[src/dtsd_pkg.sv]
// Package for the date to serial day number core: types, constants, calendar helpers.
// No dependencies; used by dtsd_year and date_to_serial_day_number_core.
`timescale 1ns / 1ps
`default_nettype none
package dtsd_pkg;

   localparam int unsigned YEAR_W   = 14;
   localparam int unsigned MONTH_W  = 4;
   localparam int unsigned DAY_W    = 5;
   localparam int unsigned SERIAL_W = 22;
   localparam int unsigned ERR_W    = 2;
   localparam int unsigned LEAPS_W  = 12;

   localparam logic [YEAR_W-1:0] FIRST_YEAR = 14'd1900;
   localparam logic [YEAR_W-1:0] LAST_YEAR  = 14'd9999;

   // Gregorian leap years in 1..1899
   localparam logic [LEAPS_W-1:0] LEAPS_BEFORE_FIRST = 12'd460;

   // 1311 / 2^15 is a slightly high 1/25, exact for quotients below 4096
   localparam logic [10:0] RECIP_25    = 11'd1311;
   localparam int unsigned RECIP_SHIFT = 15;

   localparam logic [ERR_W-1:0] ERR_NONE  = 2'd0;
   localparam logic [ERR_W-1:0] ERR_YEAR  = 2'd1;
   localparam logic [ERR_W-1:0] ERR_MONTH = 2'd2;
   localparam logic [ERR_W-1:0] ERR_DAY   = 2'd3;

   localparam logic [MONTH_W-1:0] MONTH_JAN = 4'd1;
   localparam logic [MONTH_W-1:0] MONTH_FEB = 4'd2;
   localparam logic [MONTH_W-1:0] MONTH_DEC = 4'd12;

   typedef struct packed {
      logic                year_ok;
      logic                leap;
      logic [SERIAL_W-1:0] days_before;
   } year_info_type;

   // n/4 - n/100 + n/400, with n/100 taken as (n/4)/25
   function automatic logic [LEAPS_W-1:0] leaps_through(input logic [YEAR_W-1:0] n);
      logic [11:0] q4;
      logic [22:0] prod;
      logic [7:0]  q100;
      logic [5:0]  q400;
      begin
         q4   = n[YEAR_W-1:2];
         prod = 23'(q4) * 23'(RECIP_25);
         q100 = prod[22:RECIP_SHIFT];
         q400 = q100[7:2];
         return q4 - LEAPS_W'(q100) + LEAPS_W'(q400);
      end
   endfunction

   // Days before the first of the month in a common year
   function automatic logic [8:0] month_start(input logic [MONTH_W-1:0] m);
      case (m)
         4'd1:    return 9'd0;
         4'd2:    return 9'd31;
         4'd3:    return 9'd59;
         4'd4:    return 9'd90;
         4'd5:    return 9'd120;
         4'd6:    return 9'd151;
         4'd7:    return 9'd181;
         4'd8:    return 9'd212;
         4'd9:    return 9'd243;
         4'd10:   return 9'd273;
         4'd11:   return 9'd304;
         4'd12:   return 9'd334;
         default: return 9'd0;
      endcase
   endfunction

   // Month length, February extended in leap years
   function automatic logic [DAY_W-1:0] month_days(input logic [MONTH_W-1:0] m,
                                                   input logic leap);
      case (m)
         4'd2:                  return leap ? 5'd29 : 5'd28;
         4'd4, 4'd6, 4'd9, 4'd11: return 5'd30;
         default:               return 5'd31;
      endcase
   endfunction

endpackage
`default_nettype wire

[src/dtsd_year.sv]
// Year part of the conversion: range check, leap flag, days before 1 Jan of the year.
// Depends on dtsd_pkg.
`timescale 1ns / 1ps
`default_nettype none
module dtsd_year (
   input  wire logic [dtsd_pkg::YEAR_W-1:0] year,
   output dtsd_pkg::year_info_type          info
);
   import dtsd_pkg::*;

   logic [YEAR_W-1:0]   year_prev;
   logic [LEAPS_W-1:0]  leaps_cur;
   logic [LEAPS_W-1:0]  leaps_prev;
   logic [YEAR_W-1:0]   year_off;
   logic                is_first;

   assign year_prev  = year - YEAR_W'(1);
   assign leaps_cur  = leaps_through(year);
   assign leaps_prev = leaps_through(year_prev);
   assign year_off   = year - FIRST_YEAR;
   assign is_first   = (year == FIRST_YEAR);

   always_comb begin
      info.year_ok = (year >= FIRST_YEAR) && (year <= LAST_YEAR);
      // 1900 counted leap by convention
      info.leap    = is_first || (leaps_cur != leaps_prev);
      if (is_first) begin
         info.days_before = '0;
      end else begin
         // the extra 1 is the 1900 leap day
         info.days_before = SERIAL_W'(year_off) * SERIAL_W'(365) + SERIAL_W'(1)
                          + SERIAL_W'(leaps_prev) - SERIAL_W'(LEAPS_BEFORE_FIRST);
      end
   end

endmodule
`default_nettype wire

[src/date_to_serial_day_number_core.sv]
// Top level of the date to serial day number core.
// Depends on dtsd_pkg and dtsd_year.
`timescale 1ns / 1ps
`default_nettype none
// Converts a calendar date to its serial day number, 1 Jan 1900 being day 1,
// with 1900 counted as a leap year (29 Feb 1900 is day 60).
//
// Input: drive req_year/req_month/req_day and raise start; the item is taken
// on the rising edge where start is high and busy is low. busy is high only
// while reset is held, so one item is taken every cycle otherwise.
//
// Output: each item gives exactly one result, shown on rsp_serial_day and
// rsp_error_code for one cycle with rsp_valid high. There is no back
// pressure; the receiver must take the result in that cycle.
//
// Throughput: one item per cycle. Three register stages: input capture,
// year stage (leap count through a 1/25 reciprocal multiply and the
// 365-per-year term), then month/day check and final sum.
//
// Errors, first failing check wins: 1 bad year (outside 1900..9999),
// 2 bad month, 3 bad day; serial is 0 on any error.
// Reset (synchronous) clears the valid pipeline; items in flight are dropped.
module date_to_serial_day_number_core (
   input  wire logic                            clock,
   input  wire logic                            reset,
   input  wire logic                            start,
   output logic                                 busy,
   input  wire logic [dtsd_pkg::YEAR_W-1:0]     req_year,
   input  wire logic [dtsd_pkg::MONTH_W-1:0]    req_month,
   input  wire logic [dtsd_pkg::DAY_W-1:0]      req_day,
   output logic                                 rsp_valid,
   output logic [dtsd_pkg::SERIAL_W-1:0]        rsp_serial_day,
   output logic [dtsd_pkg::ERR_W-1:0]           rsp_error_code
);
   import dtsd_pkg::*;

   // ---- stage 0: input capture ----
   logic                 in_valid_ff, in_valid_in;
   logic [YEAR_W-1:0]    in_year_ff;
   logic [MONTH_W-1:0]   in_month_ff;
   logic [DAY_W-1:0]     in_day_ff;

   // ---- stage 1: year done ----
   logic                 yr_valid_ff, yr_valid_in;
   year_info_type        yr_info_ff, yr_info_in;
   logic [MONTH_W-1:0]   yr_month_ff;
   logic [DAY_W-1:0]     yr_day_ff;

   // ---- stage 2: result ----
   logic                 out_valid_ff, out_valid_in;
   logic [SERIAL_W-1:0]  out_serial_ff, out_serial_in;
   logic [ERR_W-1:0]     out_err_ff, out_err_in;

   logic                 month_ok;
   logic                 day_ok;
   logic                 extra_day;
   logic [DAY_W-1:0]     len;

   // Only reset holds off input
   assign busy        = reset;
   assign in_valid_in = start & ~busy;

   always_ff @(posedge clock) begin
      if (reset) begin
         in_valid_ff <= 1'b0;
      end else begin
         in_valid_ff <= in_valid_in;
      end
      in_year_ff  <= req_year;
      in_month_ff <= req_month;
      in_day_ff   <= req_day;
   end

   dtsd_year u_year (
      .year (in_year_ff),
      .info (yr_info_in)
   );

   assign yr_valid_in = in_valid_ff;

   always_ff @(posedge clock) begin
      if (reset) begin
         yr_valid_ff <= 1'b0;
      end else begin
         yr_valid_ff <= yr_valid_in;
      end
      yr_info_ff  <= yr_info_in;
      yr_month_ff <= in_month_ff;
      yr_day_ff   <= in_day_ff;
   end

   // Month and day check, then the final sum
   assign month_ok  = (yr_month_ff >= MONTH_JAN) && (yr_month_ff <= MONTH_DEC);
   assign len       = month_days(yr_month_ff, yr_info_ff.leap);
   assign day_ok    = (yr_day_ff != '0) && (yr_day_ff <= len);
   assign extra_day = yr_info_ff.leap && (yr_month_ff > MONTH_FEB);

   always_comb begin
      out_valid_in  = yr_valid_ff;
      out_serial_in = '0;
      if (!yr_info_ff.year_ok) begin
         out_err_in = ERR_YEAR;
      end else if (!month_ok) begin
         out_err_in = ERR_MONTH;
      end else if (!day_ok) begin
         out_err_in = ERR_DAY;
      end else begin
         out_err_in    = ERR_NONE;
         out_serial_in = yr_info_ff.days_before + SERIAL_W'(month_start(yr_month_ff))
                       + SERIAL_W'(extra_day) + SERIAL_W'(yr_day_ff);
      end
   end

   always_ff @(posedge clock) begin
      if (reset) begin
         out_valid_ff <= 1'b0;
      end else begin
         out_valid_ff <= out_valid_in;
      end
      out_serial_ff <= out_serial_in;
      out_err_ff    <= out_err_in;
   end

   assign rsp_valid      = out_valid_ff;
   assign rsp_serial_day = out_serial_ff;
   assign rsp_error_code = out_err_ff;

endmodule
`default_nettype wire

[config.mk]
export PLATFORM = sky130hd
export DESIGN_NAME = date_to_serial_day_number_core
export DESIGN_NICKNAME = d
export VERILOG_FILES = /design/src/dtsd_pkg.sv /design/src/dtsd_year.sv /design/src/date_to_serial_day_number_core.sv
export SDC_FILE = /design/constraint.sdc
export NUM_CORES = 1
export LEC_CHECK = 0
export ABC_AREA = 1
export BUFFER_PORTS_ARGS = -buffer_cell sky130_fd_sc_hd__buf_2
export CAP_MARGIN = 20
export CORE_UTILIZATION = 45
export DETAILED_ROUTE_END_ITERATION = 8
export PLACE_DENSITY = 0.69
export SYNTH_ARGS = -nofsm -noshare
export SYNTH_HDL_FRONTEND = slang
export SYNTH_SLANG_ARGS = --single-unit
[constraint.sdc]
create_clock -name clock -period 11.4 [get_ports clock]
set_input_delay 0.57 -clock clock [delete_from_list [all_inputs] [get_ports clock]]
set_output_delay 0.57 -clock clock [all_outputs]
set_load 0.005 [all_outputs]
==> flow_summary.ini <==
[run_status]
status = finished, final reports clean

[clock_network]
cts-buffers-inserted = 9
cts_hold_buf = 0
clk_pin_slew_ns = 0.08
cts_tree = built
h-tree-depth = 3
numClockSinks = 92
cts_buffer_depth = 2
cts_root_buf = clkbuf_16
clk_latency_ns = 0.35

[finish]
final_nets = 2575
antennaDiodeCount = 0
final_core_util = 0.498
multiInputGateArea_um2 = 11800
regArea_um2 = 1850
fillCellCount = 3303
drive_above_1_share = 0.0656
synthToLayoutAreaGrowth_pct = 8.65

[timing]
maxSlewViolCount = 0
max_freq_ghz = 0.0933
slew_headroom = 0.358
period_share = 0.940
setup_violations = 0
whs_ns = 0.311
tns_ns = 0
min_period_ns = 10.72
worst_pin_slew_ns = 0.959
fin_ws_ns = 0.680
skew_ns = 0.0132
hold_viol = 0

[yosys]
yosys.cell_types.count = 44
synth.area.top_cells = ha_1, fa_1, dfxtp_1
ys_top_cells_by_count = inv_1, nand2_1, ha_1
synthArstFlopShare = 0
synth.most_common_cell = inv_1
synth_top_area_frac = 0.260
synthCells = 1990
synth.largest_area_cell = ha_1
yosysWarnings = 0
syn-cell-area_um2 = 15400
synth_nets = 2496
synth-edff-count = 0
yosysSeqAreaShare = 0.120
synth_flop_cell = dfxtp_1
avgSynthCellArea_um2 = 7.72
ys_ff_latch = 92

[floorplan]
rows = 67
dieArea_um2 = 34900
core_area_um2 = 33500
die_w_um = 187
io_pins = 52
die_h_um = 187
start_util = 0.458

[detailed_routing]
drt-pass1-iter-count = 5
vias = 12600
drt_wl_total_um = 36700
remaining_drc_errors = 0
drt_iter0_drc = 792
drt-vias-per-instance = 4.99
antenna_left = 0
wire_per_inst_um = 14.6

[grt]
first_global_vias = 12800
busiest_layer = met2
overflow = 0
groute.layer.met2.usage = 0.371
grtUsageMet3 = 0.0295
antenna_found_initial = 1
grt_usage = 0.218
grt_pass1_wl_um = 61800
grt_max_degree = 18
use_met1 = 0.296

[flow_run]
cap_violations = 0

[worst_setup_path]
critPathBufInv = 10
cp_top_family = adder cells
crit_slowest_cell = fa_1
end_kind = flip-flop
max_stage_delay_ns = 0.56
reg2reg_slack_ns = 0.68
critPathLaunchType = flip-flop
worstPathRequired_ns = 11.62
path_max_fanout = 9
cp_data_arrival_time_ns = 10.94
critical_path_class = reg -> reg
path_common_cell = nand2_1

[placement]
hpwl_um = 32100
pre_cts_slack_ns = 0.262
numPortBuffers = 51
routabilityCongestion = 0.926

[min_path]
hp-class = in -> reg
==> registers in the layout, indices dropped and copies added (netlist names), named ones only <==
register / count
yr_info_ff: 24
rsp_serial_day: 22
in_year_ff: 14
in_day_ff: 5
yr_day_ff: 5
in_month_ff: 4
yr_month_ff: 4
rsp_error_code: 2
in_valid_ff: 1
out_valid_in: 1
rsp_valid: 1
==> through the flow <==
stage	instances	instance area (um2)
after floorplan	1990	15400
after global routing	2522	16700
after detailed placement	2498	16300
after global placement	2498	16300
after CTS	2514	16600
final	2522	16700
==> layout by cell type (no fill, tap or decap), drive strengths merged, types with 2 or more instances in the layout <==
| cell | Yosys | layout |
|---|---|---|
| buf | 4 | 76 |
| nand2 | 410 | 410 |
| or2 | 3 | 3 |
| o211ai | 2 | 2 |
| nor2 | 134 | 134 |
| nand4 | 21 | 21 |
| ha | 319 | 319 |
| a31oi | 9 | 9 |
| a21oi | 93 | 93 |
| a21boi | 6 | 6 |
| o21bai | 10 | 10 |
| nor3 | 18 | 18 |
| nand3b | 4 | 4 |
| xor2 | 47 | 47 |
| xnor2 | 8 | 8 |
| inv | 462 | 463 |
| dfxtp | 92 | 92 |
| a21o | 11 | 11 |
| clkinvlp | 0 | 3 |
| o21a | 8 | 8 |
| fa | 161 | 161 |
| clkbuf | 4 | 10 |
| nand3 | 88 | 88 |
| o21ai | 66 | 66 |
==> final cells by class <==
type,count,area share
multi-input cells,1428,0.706
flip-flops and latches,92,0.111
inverters,462,0.104
well taps,448,0.0336
repair buffers,76,0.0265
clock buffers,10,0.0137
clock inverters,6,0.00480
==> routing by layer <==
metal / wire length [um] / vias up / share of wire
li1: - / 6370 / -
met1: 17500 / 5890 / 0.47
met2: 17100 / 291 / 0.47
met3: 1570 / 42 / 0.043
met4: 588 / 0 / 0.016
met5: 0 / - / 0
==> logic make-up after synthesis <==
family	synth area share
buf+inv	0.116
compound gates	0.0777
fa+ha+maj	0.470
flops	0.120
simple gates	0.184
xor+xnor	0.0328
==> worst paths after layout <==
kind | start | end | cells past startpoint
max | in_year_ff[2]$_DFF_P_ | yr_info_ff[21]$_SDFF_PP0_ | 55
min | req_month[1] | in_month_ff[1]$_DFF_P_ | 1
max reg2reg | in_year_ff[2]$_DFF_P_ | yr_info_ff[21]$_SDFF_PP0_ | 55
min reg2reg | in_day_ff[3]$_DFF_P_ | yr_day_ff[3]$_DFF_P_ | 0
==> repair_timing <==
item,in CTS,in global routing
setup buffers,0,8
gates resized for setup,0,21
endpoints found under the setup margin,0,14
Power is left out: the tool's default activity adds up to more than one toggle a clock period on the data nets, which glitch-free logic cannot reach.
